`config.mk`:
```
export PLATFORM = sky130hd
export DESIGN_NAME = string_literal_unescaper
export DESIGN_NICKNAME = d
export VERILOG_FILES = /design/src/design/sle_pkg.sv /design/src/design/string_literal_unescaper.sv /design/src/design/sle_front.sv /design/src/design/sle_queue.sv /design/src/design/sle_back.sv
export SDC_FILE = /design/constraint.sdc
export NUM_CORES = 1
export LEC_CHECK = 0
export BUFFER_PORTS_ARGS = -buffer_cell sky130_fd_sc_hd__buf_2
export CORE_MARGIN = 2
export CORE_UTILIZATION = 55
export CTS_BUF_LIST = sky130_fd_sc_hd__clkbuf_4
export CTS_CLUSTER_SIZE = 14
export DETAILED_ROUTE_END_ITERATION = 8
export GPL_TIMING_DRIVEN = 0
export PLACE_DENSITY = 0.72
export SKIP_LAST_GASP = 1
export SYNTH_ARGS = -nofsm -noshare
export SYNTH_HDL_FRONTEND = slang
export SYNTH_SLANG_ARGS = --single-unit
```
`constraint.sdc`:
```
create_clock -name clk_i -period 6 [get_ports clk_i]
set_input_delay 0.6 -clock clk_i [delete_from_list [all_inputs] [get_ports clk_i]]
set_output_delay 0.6 -clock clk_i [all_outputs]
set_load 0.1 [all_outputs]
```
`src/design/sle_pkg.sv`:
```
// Package for the string literal unescaper: item types, the decoded group
// carried between the front and back parts, and character constants.
// No dependencies.
`default_nettype none

package sle_pkg;

  // Input and result items.
  typedef struct packed {
    logic [7:0] data_byte;
    logic       is_final;
  } sle_in_t;

  typedef struct packed {
    logic [7:0] out_byte;
    logic       end_of_string;
  } sle_out_t;

  // One input item decodes into at most this many result bytes.
  localparam int unsigned MaxBytes = 4;
  localparam int unsigned CntW     = $clog2(MaxBytes + 1);
  localparam int unsigned IdxW     = $clog2(MaxBytes);

  // Depth of the group queue between the decoder and the serializer.
  localparam int unsigned QueueDepth = 4;
  localparam int unsigned QPtrW      = $clog2(QueueDepth);
  localparam int unsigned QCntW      = $clog2(QueueDepth + 1);

  // A decoded group: the bytes one input item produced.
  typedef struct packed {
    logic [MaxBytes-1:0][7:0] bytes;
    logic [CntW-1:0]          count;
    logic                     fin;
  } sle_group_t;

  localparam logic [7:0] CharBackslash = 8'h5C;
  localparam logic [7:0] CharQuote     = 8'h22;
  localparam logic [7:0] CharLowerN    = 8'h6E;
  localparam logic [7:0] CharLowerT    = 8'h74;
  localparam logic [7:0] CharLowerR    = 8'h72;
  localparam logic [7:0] CharZero      = 8'h30;
  localparam logic [7:0] CharLowerX    = 8'h78;
  localparam logic [7:0] CharNewline   = 8'h0A;
  localparam logic [7:0] CharTab       = 8'h09;
  localparam logic [7:0] CharReturn    = 8'h0D;
  localparam logic [7:0] CharNul       = 8'h00;

  // Returns {valid, value} for a hex digit in either case.
  function automatic logic [4:0] hex_decode(input logic [7:0] c);
    logic [4:0] r;
    r = 5'b0;
    if (c inside {[8'h30:8'h39]}) begin
      r = {1'b1, c[3:0]};
    end else if (c inside {[8'h61:8'h66], [8'h41:8'h46]}) begin
      r = {1'b1, c[3:0] + 4'd9};
    end
    return r;
  endfunction

endpackage

`default_nettype wire

```
`src/design/string_literal_unescaper.sv`:
```
// Top level of the string literal unescaper: decoder, group queue and
// serializer. Depends on sle_pkg, sle_front, sle_queue and sle_back.
//
// Usage: raw body bytes of a quoted literal (quotes removed) enter on the
// input queue port: an item is taken at a clock edge with push_i high and
// full_o low, and is_final marks the last body byte. Decoded bytes leave on
// the result queue port: the oldest result sits on out_o while empty_o is
// low and is taken at an edge with pop_i high.
// A byte that yields results has its decoded group registered in the group
// queue before its first result shows on out_o. A backslash or a hex digit
// inside an escape yields no result on its own.
// Throughput: one input item per cycle while each item yields at most one
// byte and pop_i stays high. An item that yields several bytes (an unknown
// or malformed escape, or a flushed escape at the end) occupies the
// serializer, one byte per cycle while pop_i is high; the four-entry group
// queue absorbs this and full_o rises only once it is full.
// Reset: the decoder returns to normal mode, the held hex digit clears and
// the queue empties. When the receiver stalls, results wait in the queue
// and input is still taken until the queue fills.
`default_nettype none

module string_literal_unescaper (
  input  wire logic               clk_i,
  input  wire logic               rst_ni,
  input  wire logic               push_i,
  output logic                    full_o,
  input  wire sle_pkg::sle_in_t   in_i,
  output logic                    empty_o,
  input  wire logic               pop_i,
  output sle_pkg::sle_out_t       out_o
);

  sle_pkg::sle_group_t grp, head;
  logic                grp_valid;
  logic                q_full, q_empty, q_pop;
  logic                accept;

  // Items are accepted whenever the queue has room; groups that hold no
  // bytes only advance the decoder state.
  assign accept = push_i && !q_full;
  assign full_o = q_full;

  sle_front u_front (
    .clk_i         (clk_i),
    .rst_ni        (rst_ni),
    .accept_i      (accept),
    .in_i          (in_i),
    .group_o       (grp),
    .group_valid_o (grp_valid)
  );

  sle_queue u_queue (
    .clk_i   (clk_i),
    .rst_ni  (rst_ni),
    .push_i  (grp_valid),
    .data_i  (grp),
    .full_o  (q_full),
    .pop_i   (q_pop),
    .head_o  (head),
    .empty_o (q_empty)
  );

  sle_back u_back (
    .clk_i     (clk_i),
    .rst_ni    (rst_ni),
    .head_i    (head),
    .q_empty_i (q_empty),
    .q_pop_o   (q_pop),
    .out_o     (out_o),
    .empty_o   (empty_o),
    .pop_i     (pop_i)
  );

endmodule

`default_nettype wire

```
`src/design/sle_front.sv`:
```
// Front part of the string literal unescaper: accepts raw body bytes and
// decodes escapes into groups of result bytes. Depends on sle_pkg.
`default_nettype none

module sle_front (
  input  wire logic              clk_i,
  input  wire logic              rst_ni,
  input  wire logic              accept_i,
  input  wire sle_pkg::sle_in_t  in_i,
  output sle_pkg::sle_group_t    group_o,
  output logic                   group_valid_o
);

  localparam logic [1:0] ModeNormal = 2'd0;
  localparam logic [1:0] ModeEscape = 2'd1;
  localparam logic [1:0] ModeHex1   = 2'd2;
  localparam logic [1:0] ModeHex2   = 2'd3;

  logic [1:0] mode_q, mode_d;
  logic [7:0] digit_q, digit_d;

  logic [7:0] b;
  logic       fin;
  logic       fresh_esc;
  logic [4:0] hex_b, hex_held;
  sle_pkg::sle_group_t grp;

  always_comb begin
    b         = in_i.data_byte;
    fin       = in_i.is_final;
    fresh_esc = (b == sle_pkg::CharBackslash) && !fin;
    hex_b     = sle_pkg::hex_decode(b);
    hex_held  = sle_pkg::hex_decode(digit_q);
    grp.bytes = '0;
    grp.count = '0;
    grp.fin   = fin;
    mode_d    = ModeNormal;
    digit_d   = digit_q;

    case (mode_q)
      ModeNormal: begin
        if (fresh_esc) begin
          mode_d = ModeEscape;
        end else begin
          grp.bytes[0] = b;
          grp.count    = sle_pkg::CntW'(1);
        end
      end
      ModeEscape: begin
        grp.count = sle_pkg::CntW'(1);
        case (b)
          sle_pkg::CharQuote:     grp.bytes[0] = sle_pkg::CharQuote;
          sle_pkg::CharBackslash: grp.bytes[0] = sle_pkg::CharBackslash;
          sle_pkg::CharLowerN:    grp.bytes[0] = sle_pkg::CharNewline;
          sle_pkg::CharLowerT:    grp.bytes[0] = sle_pkg::CharTab;
          sle_pkg::CharLowerR:    grp.bytes[0] = sle_pkg::CharReturn;
          sle_pkg::CharZero:      grp.bytes[0] = sle_pkg::CharNul;
          sle_pkg::CharLowerX: begin
            if (fin) begin
              grp.bytes[0] = sle_pkg::CharBackslash;
              grp.bytes[1] = sle_pkg::CharLowerX;
              grp.count    = sle_pkg::CntW'(2);
            end else begin
              grp.count = '0;
              mode_d    = ModeHex1;
            end
          end
          default: begin
            grp.bytes[0] = sle_pkg::CharBackslash;
            grp.bytes[1] = b;
            grp.count    = sle_pkg::CntW'(2);
          end
        endcase
      end
      ModeHex1: begin
        if (hex_b[4] && !fin) begin
          digit_d = b;
          mode_d  = ModeHex2;
        end else begin
          grp.bytes[0] = sle_pkg::CharBackslash;
          grp.bytes[1] = sle_pkg::CharLowerX;
          if (fresh_esc) begin
            grp.count = sle_pkg::CntW'(2);
            mode_d    = ModeEscape;
          end else begin
            grp.bytes[2] = b;
            grp.count    = sle_pkg::CntW'(3);
          end
        end
      end
      default: begin
        if (hex_held[4] && hex_b[4]) begin
          grp.bytes[0] = {hex_held[3:0], hex_b[3:0]};
          grp.count    = sle_pkg::CntW'(1);
        end else begin
          grp.bytes[0] = sle_pkg::CharBackslash;
          grp.bytes[1] = sle_pkg::CharLowerX;
          grp.bytes[2] = digit_q;
          if (fresh_esc) begin
            grp.count = sle_pkg::CntW'(3);
            mode_d    = ModeEscape;
          end else begin
            grp.bytes[3] = b;
            grp.count    = sle_pkg::CntW'(4);
          end
        end
      end
    endcase

    if (fin) begin
      mode_d = ModeNormal;
    end
  end

  assign group_o       = grp;
  assign group_valid_o = accept_i && (grp.count != '0);

  always_ff @(posedge clk_i or negedge rst_ni) begin
    if (!rst_ni) begin
      mode_q  <= ModeNormal;
      digit_q <= 8'h00;
    end else if (accept_i) begin
      mode_q  <= mode_d;
      digit_q <= digit_d;
    end
  end

endmodule

`default_nettype wire

```
`src/design/sle_queue.sv`:
```
// Short queue of decoded groups between the decoder and the serializer.
// Depends on sle_pkg.
`default_nettype none

module sle_queue (
  input  wire logic                clk_i,
  input  wire logic                rst_ni,
  input  wire logic                push_i,
  input  wire sle_pkg::sle_group_t data_i,
  output logic                     full_o,
  input  wire logic                pop_i,
  output sle_pkg::sle_group_t      head_o,
  output logic                     empty_o
);

  sle_pkg::sle_group_t mem_q [sle_pkg::QueueDepth];

  logic [sle_pkg::QPtrW-1:0] wr_ptr_q, rd_ptr_q;
  logic [sle_pkg::QCntW-1:0] cnt_q;
  logic                      do_push, do_pop;

  assign full_o  = (cnt_q == sle_pkg::QCntW'(sle_pkg::QueueDepth));
  assign empty_o = (cnt_q == '0);
  assign do_push = push_i && !full_o;
  assign do_pop  = pop_i && !empty_o;
  assign head_o  = mem_q[rd_ptr_q];

  always_ff @(posedge clk_i) begin
    if (do_push) begin
      mem_q[wr_ptr_q] <= data_i;
    end
  end

  always_ff @(posedge clk_i or negedge rst_ni) begin
    if (!rst_ni) begin
      wr_ptr_q <= '0;
      rd_ptr_q <= '0;
      cnt_q    <= '0;
    end else begin
      if (do_push) begin
        wr_ptr_q <= wr_ptr_q + sle_pkg::QPtrW'(1);
      end
      if (do_pop) begin
        rd_ptr_q <= rd_ptr_q + sle_pkg::QPtrW'(1);
      end
      if (do_push && !do_pop) begin
        cnt_q <= cnt_q + sle_pkg::QCntW'(1);
      end else if (do_pop && !do_push) begin
        cnt_q <= cnt_q - sle_pkg::QCntW'(1);
      end
    end
  end

endmodule

`default_nettype wire

```
`src/design/sle_back.sv`:
```
// Back part of the string literal unescaper: hands out the bytes of the
// oldest queued group one per result item. Depends on sle_pkg.
`default_nettype none

module sle_back (
  input  wire logic                clk_i,
  input  wire logic                rst_ni,
  input  wire sle_pkg::sle_group_t head_i,
  input  wire logic                q_empty_i,
  output logic                     q_pop_o,
  output sle_pkg::sle_out_t        out_o,
  output logic                     empty_o,
  input  wire logic                pop_i
);

  logic [sle_pkg::IdxW-1:0] idx_q;
  logic                     last;
  logic                     take;

  assign last    = ({1'b0, idx_q} == (head_i.count - sle_pkg::CntW'(1)));
  assign empty_o = q_empty_i;
  assign take    = pop_i && !q_empty_i;
  assign q_pop_o = take && last;

  assign out_o.out_byte      = head_i.bytes[idx_q];
  assign out_o.end_of_string = head_i.fin && last;

  always_ff @(posedge clk_i or negedge rst_ni) begin
    if (!rst_ni) begin
      idx_q <= '0;
    end else if (take) begin
      if (last) begin
        idx_q <= '0;
      end else begin
        idx_q <= idx_q + sle_pkg::IdxW'(1);
      end
    end
  end

endmodule

`default_nettype wire
```
==> results of run 1 <==
critical path: stages, from the launching register on:
cell,delay [ns]
dfrtp_1,0.35
clkbuf_1,0.44
clkbuf_1,0.74
mux4_2,0.41
inv_1,0.08
ha_1,0.23
xnor2_1,0.15
nor3_1,0.40
and2_1,0.19
buf_2,0.42
cell families (layout without fill, tap and decap cells):
kind of cell	after synthesis	after routing	synth area share, %
buffers and inverters	33	87	2.41
adder cells (fa/ha/maj)	15	15	2.61
flip-flops	163	163	64.2
XOR/XNOR	14	14	1.64
multiplexers	55	55	15.0
AO/OA/AOI/OAI	55	55	6.63
AND/OR/NAND/NOR	101	101	7.56
final timing paths:
path	from	to	slack, ns	cells past startpoint
hold / removal	in_i[0]	u_queue.mem_q[2][0]	0.29	1
max in group asynchronous	rst_ni	u_queue.rd_ptr_q[0]	5.19	2
min in group asynchronous	rst_ni	u_back.idx_q[0]	0.49	2
setup reg to reg	u_queue.rd_ptr_q[1]	u_queue.cnt_q[1]	1.71	12
setup / recovery	u_queue.rd_ptr_q[1]	out_o[0]	1.41	9
hold reg to reg	u_queue.cnt_q[2]	u_queue.cnt_q[2]	0.51	1
Yosys cell counts, types with 2 or more instances:
library cell	number	area (µm²)
a21boi_4	2	37.5
a21oi_1	3	15.0
a22o_1	8	70.1
a31oi_1	3	18.8
a32o_1	2	20.0
a32oi_1	2	17.5
and2_1	12	75.1
and2_2	5	37.5
and3_1	2	12.5
and4bb_2	2	25.0
buf_2	5	25.0
buf_4	2	15.0
buf_6	3	33.8
clkbuf_1	8	30.0
clkbuf_8	2	27.5
dfrtp_1	19	475
edfxtp_1	144	4320
ha_1	14	175
inv_1	13	48.8
mux2_2	7	78.8
mux2_4	2	30.0
mux2i_1	2	20.0
mux4_2	44	991
nand2_1	22	82.6
nand2b_1	3	18.8
nand3_1	2	10.0
nor2_1	25	93.8
nor2b_1	2	12.5
nor3_1	7	35.0
nor3b_1	5	37.5
nor4_1	2	12.5
o211ai_1	4	30.0
o21ai_0	12	60.1
xnor2_1	9	78.8
xor2_1	5	43.8
where the power goes:
part / internal [mW] / total [mW] / switching [mW]
clock network: 0.341 / 0.734 / 0.392
logic: 0.505 / 1.55 / 1.04
registers: 1.48 / 1.55 / 0.0708
total: 2.32 / 3.83 / 1.50
final cells by class:
class	instances	area, µm²
sequential	163	4800
tap	176	220
buffer	20	131
clock inverter	14	201
multi-input combinational	240	2500
inverter	13	48.8
timing repair buffer	22	115
fill	984	5090
clock buffer	18	135
cell usage in the layout (no fill, tap or decap), drive strengths merged, types with 5 or more instances in the layout:
cell type and instances:
inv 17, dfrtp 19, nand2 22, nor3 7
xor2 5, ha 14, mux4 44, xnor2 9
nor3b 5, mux2 9, o211ai 5, clkbuf 28
o21ai 13, edfxtp 144, a22o 9, nor2 25
buf 31, and2 17
layer usage:
layer  up-vias  part of all wire [%]  global-route usage, %
met5         -                     0                      0
met4         0                   1.5                   7.34
met3        20                   6.2                   4.62
met2       172                    49                   36.4
met1      2132                    43                   31.8
li1       1819                     -                      -
per-stage QoR:
step	cells	hold WS, ns	total power [mW]	setup WS (ns)	cell area [µm²]
floorplan	436	0.304	2.81	1.45	7480
global placement	633	0.471	3.10	1.83	7800
detailed placement	633	0.481	3.14	1.72	7800
CTS	666	0.259	3.86	1.38	8150
global route	666	0.247	4.00	1.19	8150
finish	666	0.288	3.83	1.41	8150
state kept, by name, indices dropped and copies added (netlist names):
register          cells
u_queue.cnt_q         3
u_queue.wr_ptr_q      2
u_queue.mem_q       144
u_queue.rd_ptr_q      2
u_front.mode_q        2
u_back.idx_q          2
u_front.digit_q       8
==> summary.txt, run 1 <==
Clock tree
  • Clk root buf: clkbuf_4
  • CTS tree: built
  • TritonCTS Buffers: 17
  • Post-cts sizing count: 0
  • Clock Latency Late Sink: approximately 0.58 ns
  • Post-CTS setup buffer count: 0
  • Hold buffers post-CTS: 1
  • Clock Path Buffers: 2
  • H-tree depth: 4
  • Clock sink total: roughly 160
  • Clock slew at reported path FFs: about 0.14 ns

Worst setup path
  • Crit start category: flop
  • Crit Path Class: reg2out
  • Crit path max fanout: 10
  • Crit path required time: about 5.4 ns
  • Worst EP arrival: between 3 and 4 ns
  • CP Capture Type: primary output

Placement
  • PortBufs: 21
  • RD Place Congestion: 0.881
  • HPWL after detailed placement: around 10000 µm

Drt
  • DR vias/cell: 6.22
  • DRC: 0
  • TritonRoute pass-1 iters: 5
  • Via count: just over 4000
  • Initial drt markers: 462
  • ANT nets after route: 0
  • Wirelength per Cell: roughly 23 µm
  • Routed wire length: around 15000 µm

Floorplanning
  • Ports: 24
  • Die extent in y: 121 µm
  • Full die area: about 0.015 mm²
  • Core area: about 0.013 mm²
  • Die width: 121 µm
  • Initial Util: ~56%
  • Std-Cell Rows: 42

Final layout
  • Layout area overhead: 8.98%
  • Antenna cells: 0
  • Fraction of layout cells with a size suffix above 1: 28.8%
  • Final core utilization: 61.5%
  • Nets: a little over 500

Synth
  • Syn avg cell area: roughly 17 µm²
  • Cells after Synth: roughly 440
  • Post-synth ARST share: between 10% and 20%
  • Syn Nets: 464
  • Top FF cell, synth: edfxtp_1
  • Synth unique cells: 67
  • Post-synthesis register bit count: approximately 160
  • Number of synthesized flops with an enable pin: ~140
  • Mapped cell area: between 0.007 and 0.008 mm²
  • YS warnings: 0
  • Seq/Total Area, Yosys: around 64%

GRT
  • Antenna violations before repair: 0
  • Pin count of the biggest net entering global routing: 37
  • First-pass GRT wire length: approximately 24000 µm
  • Vias in the first global route: 4221
  • GRT Util Overall: 22.8%
  • Total congestion overflow: 0

Power and ir drop
  • Worst VDD drop: 233 µV
  • Leak: 2.84 nW
  • PD cells: approximately 470 mW/mm²

Timing
  • Final TNS setup: 0 ns
  • Fin crit share: 76.4%
  • Highest clock rate: 218 MHz
  • Max transition margin: around 18%
  • Worst slew pin tran: 1.19 ns
  • Endpoints failing setup: 0
  • Post-layout min period: 4.59 ns
  • Slew Viols, Final: 0
  • Unrepaired setup endpoints after global routing: no
  • Clock skew: around 0.024 ns
  • Fin. Hold Viols: 0

Worst hold path
  • Min-Delay Path Class: in2reg

Status
  • Status: complete, no violations

Job
  • MaxCap Viol Count: 0
No activity file was read; power rests on OpenSTA's default activity.
==> run 2: changes to the inputs <==
--- a/config.mk
+++ b/config.mk
@@ -5,6 +5,7 @@
 export SDC_FILE = /design/constraint.sdc
 export NUM_CORES = 1
 export LEC_CHECK = 0
+export ABC_AREA = 1
 export BUFFER_PORTS_ARGS = -buffer_cell sky130_fd_sc_hd__buf_2
 export CORE_MARGIN = 2
 export CORE_UTILIZATION = 55
@@ -12,7 +13,7 @@
 export CTS_CLUSTER_SIZE = 14
 export DETAILED_ROUTE_END_ITERATION = 8
 export GPL_TIMING_DRIVEN = 0
-export PLACE_DENSITY = 0.72
+export PLACE_DENSITY = 0.75
 export SKIP_LAST_GASP = 1
 export SYNTH_ARGS = -nofsm -noshare
 export SYNTH_HDL_FRONTEND = slang
==> constraint.sdc (replaced) <==
create_clock -name clk_i -period 3.77 [get_ports clk_i]
set_input_delay 0.377 -clock clk_i [delete_from_list [all_inputs] [get_ports clk_i]]
set_output_delay 0.377 -clock clk_i [all_outputs]
set_load 0.1 [all_outputs]
==> run 2 against run 1 <==
  * Register-to-register slack worse by 1.4 ns
  * Non-clock buffer count is 13 higher
  * Combinational power is 93% higher
  * Final area is 2.1% higher
  * Sequential cell count stayed put
  * Die area is 1.3% higher
  * Clock power is 43% higher
  * Largest cell class unchanged
==> summary.txt, run 2 <==
GRT
  • First-pass GRT wire length: 30400 µm (+27%)
  • GRT Util Overall: 28.5% (+5.7 points)
  • Pin count of the biggest net entering global routing: 30 (-19%)
  • Vias in the first global route: 5480 (+30%)
  • Antenna violations before repair: 1 (+1)
  • Total congestion overflow: 0 (unchanged)

Drt
  • Via count: 5637 (+36%)
  • ANT nets after route: 0 (unchanged)
  • TritonRoute pass-1 iters: 7 (+2)
  • Wirelength per Cell: 21.0 µm (-8.6%)
  • Initial drt markers: 812 (+76%)
  • DR vias/cell: 6.03 (-3.1%)
  • Routed wire length: 19600 µm (+28%)
  • DRC: 0 (unchanged)

Final layout
  • Max FFs per register: 144 (unchanged)
  • Fillers: 1092 (+11%)
  • Regs by FF count: u_queue.mem_q x144, u_front.digit_q x8, u_queue.cnt_q x3
  • Layout area overhead: 9.81%
  • Largest register by flop count: u_queue.mem_q
  • Nets: 773 (+53%)
  • Most frequent cells in the layout: 144 x edfxtp_1, 107 x nor2_1, 92 x o21ai_0, 86 x nand2_1, 49 x inv_1
  • Final core utilization: 62.3% (+0.78 points)
  • Flip-flop and latch area: 0.00480 mm² (unchanged)
  • Most common cell after layout, fill and taps aside: edfxtp_1
  • Fraction of layout cells with a size suffix above 1: 13.3% (-15 points)
  • Area occupied by multi-input gates: 0.00248 mm² (-0.90%)

Timing
  • Final WS setup: 0.288 ns (-1.13 ns)
  • Endpoints failing setup: 0 (unchanged)
  • Final TNS setup: 0 ns (unchanged)
  • Slew Viols, Final: 0 (unchanged)
  • Worst slew pin tran: 0.803 ns (-0.389 ns)
  • Clock skew: 0.0142 ns (-0.00959 ns)
  • Max transition margin: 45.9% (+27 points)
  • Fin crit share: approximately 90%
  • Post-layout min period: 3.48 ns
  • Fin. Hold Viols: 0 (unchanged)
  • Highest clock rate: ~290 MHz
  • Unrepaired setup endpoints after global routing: no
  • Minimum hold slack: 0.148 ns (-0.139 ns)

Worst setup path
  • Max stage delay on crit path: 0.38 ns (-0.36 ns)
  • Slowest CP cell: dfrtp_1
  • R2r endpoint: u_queue.cnt_q[2]
  • Crit path max fanout: 10 (unchanged)
  • CP Capture Type: primary output
  • Cell family with most CP delay: buffers and inverters
  • Crit path required time: 3.39 ns (-2.01 ns)
  • Depth of the most critical reg-to-reg path: 16 (+4)
  • Worst EP arrival: 3.11 ns (-0.88 ns)
  • Crit-path cells: buf_2, inv_1, clkbuf_2, a21oi_1, a32o_1, ha_1, xor2_1, nand2_1, a211oi_2, buf_4
  • Crit Path Class: reg2out
  • Reg-to-reg slack, setup: 0.29 ns (-1.42 ns)
  • CP bufs+invs: 4 (unchanged)
  • Crit start category: flop
  • Origin of the critical flop-to-flop path: u_queue.rd_ptr_q[1]

Synth
  • Area fraction of the dominant cell type after synthesis: 57.1% (-0.74 points)
  • YS warnings: 0 (unchanged)
  • Post-synth ARST share: 11.7% (unchanged)
  • Top FF cell, synth: edfxtp_1
  • Most common library cells after synthesis: 144 x edfxtp_1, 111 x nor2_1, 92 x o21ai_0, 86 x nand2_1, 49 x inv_1
  • Syn avg cell area: 10.8 µm² (-37%)
  • Number of synthesized flops with an enable pin: 144 (unchanged)
  • Synth top area cells: edfxtp_1 57%, dfrtp_1 6.3%, o21ai_0 6.1%
  • Area leader, netlist: edfxtp_1
  • Seq/Total Area, Yosys: 63.4% (-0.83 points)
  • Synth unique cells: 36 (-46%)
  • Post-synthesis register bit count: 163 (unchanged)
  • Syn Nets: 730 (+57%)
  • Cells after Synth: 702 (+61%)
  • Top-count cell post-synth: edfxtp_1
  • Mapped cell area: 0.00758 mm² (+1.3%)

Clock tree
  • Clk root buf: clkbuf_4
  • TritonCTS Buffers: 17 (unchanged)
  • Clock slew at reported path FFs: 0.12 ns (-0.02 ns)
  • Clock Path Buffers: 2 (unchanged)
  • CTS tree: built
  • H-tree depth: 4 (unchanged)
  • Clock Latency Late Sink: 0.54 ns (-0.04 ns)
  • Clock sink total: 163 (unchanged)
  • Post-CTS setup buffer count: 0 (unchanged)

Floorplanning
  • Full die area: 0.0147 mm² (+1.3%)
  • Die extent in y: 121 µm (+0.63%)
  • Ports: 24 (unchanged)
  • Initial Util: 56.8% (+0.29 points)
  • Std-Cell Rows: 42 (unchanged)
  • Core area: 0.0133 mm² (+0.79%)
  • Die width: 121 µm (+0.63%)

Power and ir drop
  • Comb power frac: 46.0% (+5.6 points)
  • Sequential Power Share: 37.8% (-2.7 points)
  • Worst VDD drop: 327 µV (+40%)
  • Net Sw Power: 2.97 mW (+97%)
  • Leak: 3.15 nW (+11%)
  • Final Power: 6.49 mW (+70%)
  • PD cells: 780 mW/mm² (+66%)
  • Switch share: 45.8% (+6.5 points)
  • Internal power: 3.52 mW (+51%)
  • Clock share of power: 16.1% (-3.1 points)

Placement
  • PortBufs: 21 (unchanged)
  • HPWL after detailed placement: 13700 µm (+37%)
  • Post-place setup slack: -0.0848 ns (-1.81 ns)
  • RD Place Congestion: 0.951 (+7.9%)

Worst hold path
  • Min-Delay Path Class: in2reg
  • Hold Path Origin: in_i[0]
  • Hold Path Sink: u_queue.mem_q[1][0]
  • Hold path cells: 1 (unchanged)

Status
  • Status: complete, no violations

Job
  • MaxCap Viol Count: 0 (unchanged)
-- run 2: repair_timing --
action                     CTS  global route
pin swaps                    0             0
setup endpoints to repair    3             3
hold buffers                 1             0
resized for setup            3             2
hold endpoints to repair    19             0
-- run 2: cells by family (layout without fill, tap and decap cells) --
family,count (synthesis),after routing,share of synthesized area [%]
other cells,0,1,0
mux,1,1,0.149
compound gates,161,161,12.8
buf+inv,87,143,4.43
simple gates,265,265,15.5
flops,163,163,63.4
fa+ha+maj,15,15,2.58
xor+xnor,10,10,1.16
-- run 2: area by class of cell --
class                      instances  share of cell area (%)
timing repair buffer              26                    2.38
sequential                       163                    57.7
multi-input combinational        452                    29.8
antenna                            1                  0.0301
inverter                          56                    2.53
clock buffer                      24                    2.17
buffer                            29                    1.46
tap                              176                    2.65
clock inverter                     8                    1.34
-- run 2: worst max-delay path by stage --
stage | from | to | slack [ns] | cells after the start
3_5_place_dp | u_queue.rd_ptr_q[0] | u_queue.cnt_q[2] | -0.08 | 16
2_1_floorplan | in_i[1] | u_queue.mem_q[0][0] | 0.22 | 15
5_1_grt | u_queue.rd_ptr_q[0] | out_o[0] | 0.08 | 9
4_1_cts | u_queue.rd_ptr_q[0] | out_o[0] | 0.009 | 10
3_3_place_gp | in_i[1] | u_queue.mem_q[0][31] | -1.53 | 11
6_report | u_queue.rd_ptr_q[1] | out_o[0] | 0.29 | 10
-- run 2: layer usage --
layer / up-vias / part of all wire, % / track usage (%)
li1: 2594 / - / -
met1: 2721 / 39 / 38.3
met2: 278 / 48 / 43.8
met3: 44 / 10 / 7.94
met4: 0 / 3.1 / 11.8
met5: - / 0 / 0
-- run 2: power by group through the flow --
stage / Combinational, mW / Clock [mW] / Sequential, mW
detailed placement: 2.95 / 0 / 2.49
global route: 3.19 / 1.15 / 2.48
floorplan: 2.11 / 0 / 2.47
CTS: 2.97 / 1.06 / 2.45
global placement: 2.80 / 0 / 2.51
finish: 2.99 / 1.05 / 2.45
-- run 2: stage by stage --
stage / cells / area, µm²
2_1_floorplan: 702 / 7580
3_3_place_gp: 899 / 7910
3_5_place_dp: 903 / 8020
4_1_cts: 936 / 8320
5_1_grt: 935 / 8320
6_report: 935 / 8320
==> run 3: changes to the inputs <==
--- a/config.mk
+++ b/config.mk
@@ -13,7 +13,7 @@
 export CTS_CLUSTER_SIZE = 14
 export DETAILED_ROUTE_END_ITERATION = 8
 export GPL_TIMING_DRIVEN = 0
-export PLACE_DENSITY = 0.75
+export PLACE_DENSITY = 0.72
 export SKIP_LAST_GASP = 1
 export SYNTH_ARGS = -nofsm -noshare
 export SYNTH_HDL_FRONTEND = slang
==> constraint.sdc (replaced) <==
create_clock -name clk_i -period 4.4 [get_ports clk_i]
set_input_delay 0.44 -clock clk_i [delete_from_list [all_inputs] [get_ports clk_i]]
set_output_delay 0.44 -clock clk_i [all_outputs]
set_load 0.1 [all_outputs]
==> run 3 against run 2 <==
  * Total power fell by 16%
  * Clock-buffer cell count shrank 5
  * Register-to-register slack gained 0.27 ns
  * Final area down 0.90%
  * Sequential cell count unchanged
==> summary.txt, run 3 (synthesis results as in run 2) <==
Final layout
  • Max FFs per register: 144 (unchanged)
  • Regs by FF count: u_queue.mem_q x144, u_front.digit_q x8, u_queue.cnt_q x3
  • Fraction of layout cells with a size suffix above 1: 12.3% (-1.0 points)
  • Layout area overhead: 8.82%
  • Most common cell after layout, fill and taps aside: edfxtp_1
  • Antenna cells: 0 (-1)
  • Largest register by flop count: u_queue.mem_q
  • Nets: 775 (+0.26%)
  • Most frequent cells in the layout: 144 x edfxtp_1, 107 x nor2_1, 92 x o21ai_0, 86 x nand2_1, 49 x inv_1
  • Fillers: 1111 (+1.7%)
  • Final core utilization: 61.8% (-0.56 points)

Worst setup path
  • Crit path max fanout: 10 (unchanged)
  • Max stage delay on crit path: 0.49 ns (+0.11 ns)
  • Worst EP arrival: 3.62 ns (+0.51 ns)
  • Crit-path cells: buf_2, clkbuf_1, clkbuf_1, nand2_1, a32o_1, ha_1, xor2_1, nand2_1, a211oi_2, buf_2
  • Crit Path Class: reg2out
  • Reg-to-reg slack, setup: 0.56 ns (+0.27 ns)
  • Crit path required time: 3.96 ns (+0.57 ns)
  • R2r endpoint: u_queue.cnt_q[2]
  • Origin of the critical flop-to-flop path: u_queue.rd_ptr_q[0]
  • Crit start category: flop
  • Slowest CP cell: clkbuf_1
  • Cell family with most CP delay: buffers and inverters
  • Depth of the most critical reg-to-reg path: 16 (unchanged)
  • CP bufs+invs: 4 (unchanged)
  • CP Capture Type: primary output

Floorplanning
  • Die width: 121 µm (unchanged)
  • Std-Cell Rows: 42 (unchanged)
  • Core area: 0.0133 mm² (unchanged)
  • Full die area: 0.0147 mm² (unchanged)
  • Die extent in y: 121 µm (unchanged)
  • Ports: 24 (unchanged)
  • Initial Util: 56.8% (unchanged)

GRT
  • Total congestion overflow: 0 (unchanged)
  • First-pass GRT wire length: 31000 µm (+2.1%)
  • Antenna violations before repair: 0 (-1)
  • Pin count of the biggest net entering global routing: 29 (-3.3%)
  • Vias in the first global route: 5488 (+0.15%)
  • GRT Util Overall: 28.8% (+0.35 points)

Clock tree
  • Post-CTS setup buffer count: 0 (unchanged)
  • H-tree depth: 4 (unchanged)
  • Clock Path Buffers: 2 (unchanged)
  • Clock Latency Late Sink: 0.56 ns (+0.02 ns)
  • Clk root buf: clkbuf_4
  • Clock slew at reported path FFs: 0.12 ns (about the same)
  • CTS tree: built
  • TritonCTS Buffers: 17 (unchanged)
  • Clock sink total: 163 (unchanged)

Timing
  • Final TNS setup: 0 ns (unchanged)
  • Clock skew: 0.0170 ns (+0.00276 ns)
  • Final WS setup: 0.345 ns (+0.0570 ns)
  • Unrepaired setup endpoints after global routing: no
  • Fin. Hold Viols: 0 (unchanged)
  • Endpoints failing setup: 0 (unchanged)
  • Slew Viols, Final: 0 (unchanged)
  • Worst slew pin tran: 0.738 ns (-0.0647 ns)
  • Post-layout min period: between 4 and 5 ns
  • Minimum hold slack: 0.157 ns (+0.00875 ns)
  • Fin crit share: a little over 90%
  • Highest clock rate: ~250 MHz
  • Max transition margin: 50.7% (+4.8 points)

Worst hold path
  • Hold Path Origin: in_i[0]
  • Min-Delay Path Class: in2reg
  • Hold path cells: 1 (unchanged)
  • Hold Path Sink: u_queue.mem_q[2][0]

Drt
  • DRC: 0 (unchanged)
  • ANT nets after route: 0 (unchanged)
  • Wirelength per Cell: 21.6 µm (+2.7%)
  • TritonRoute pass-1 iters: 5 (-2)
  • Routed wire length: 20100 µm (+2.2%)
  • DR vias/cell: 6.15 (+2.1%)
  • Via count: 5729 (+1.6%)
  • Initial drt markers: 878 (+8.1%)

Power and ir drop
  • PD cells: 659 mW/mm² (-16%)
  • Leak: 3.10 nW (-1.6%)
  • Worst VDD drop: 358 µV (+9.4%)
  • Final Power: 5.43 mW (-16%)

Placement
  • RD Place Congestion: 0.996 (+4.8%)
  • PortBufs: 21 (unchanged)
  • HPWL after detailed placement: 14200 µm (+3.5%)
  • Post-place setup slack: 0.581 ns (+0.666 ns)

Job
  • MaxCap Viol Count: 0 (unchanged)

Status
  • Status: complete, no violations
-- run 3: cell types whose count changed in the layout (fill, tap and decap cells not counted), sizes merged --
cell | previous run | this run
bufinv | 3 | 1
clkinv | 7 | 8
clkinvlp | 0 | 1
clkbuf | 46 | 43
diode | 1 | 0
-- run 3: cell type report --
type	count	area [µm²]	share of cell area [%]
Multi-Input combinational cell	452	2480	30.0
Inverter	56	210	2.55
Tap cell	176	220	2.67
Clock buffer	19	143	1.73
Sequential cell	163	4800	58.2
Timing Repair Buffer	26	203	2.46
Clock inverter	8	67.6	0.820
Buffer	31	125	1.52
-- run 3: routing by layer --
layer | part of all wire (%) | global-route usage [%] | wire (µm) | up-vias
met1 | 40 | 39.9 | 8000 | 2770
met2 | 48 | 45.2 | 9640 | 310
met4 | 2.9 | 13.3 | 575 | 0
li1 | - | - | - | 2601
met5 | 0 | 0 | 0 | -
met3 | 9.3 | 4.51 | 1870 | 48
-- run 3: where the power goes --
part	total (mW)	internal (mW)	switching (mW)
combinational	2.58	0.583	2.00
clock	0.745	0.270	0.475
sequential	2.11	2.01	0.0998
-- run 3: timing repair --
action	CTS	global route
hold buffers	1	0
endpoints found under the hold margin	19	0
resized for setup	0	0
-- run 3: stage by stage --
step                cells  area [µm²]
floorplan             702        7580
global placement      899        7910
detailed placement    903        8020
CTS                   931        8240
global route          931        8240
finish                931        8240
-- run 3: how the worst max path moves through the flow --
stage | slack [ns] | start | to | cells past startpoint
2_1_floorplan | 0.79 | in_i[1] | u_queue.mem_q[0][0] | 15
5_1_grt | 0.16 | u_queue.rd_ptr_q[0] | out_o[0] | 10
3_5_place_dp | 0.58 | u_queue.rd_ptr_q[0] | u_queue.cnt_q[1] | 14
3_3_place_gp | -1.01 | in_i[1] | u_queue.mem_q[0][16] | 13
6_report | 0.34 | u_queue.rd_ptr_q[0] | out_o[0] | 10
4_1_cts | 0.32 | u_queue.rd_ptr_q[0] | out_o[0] | 10
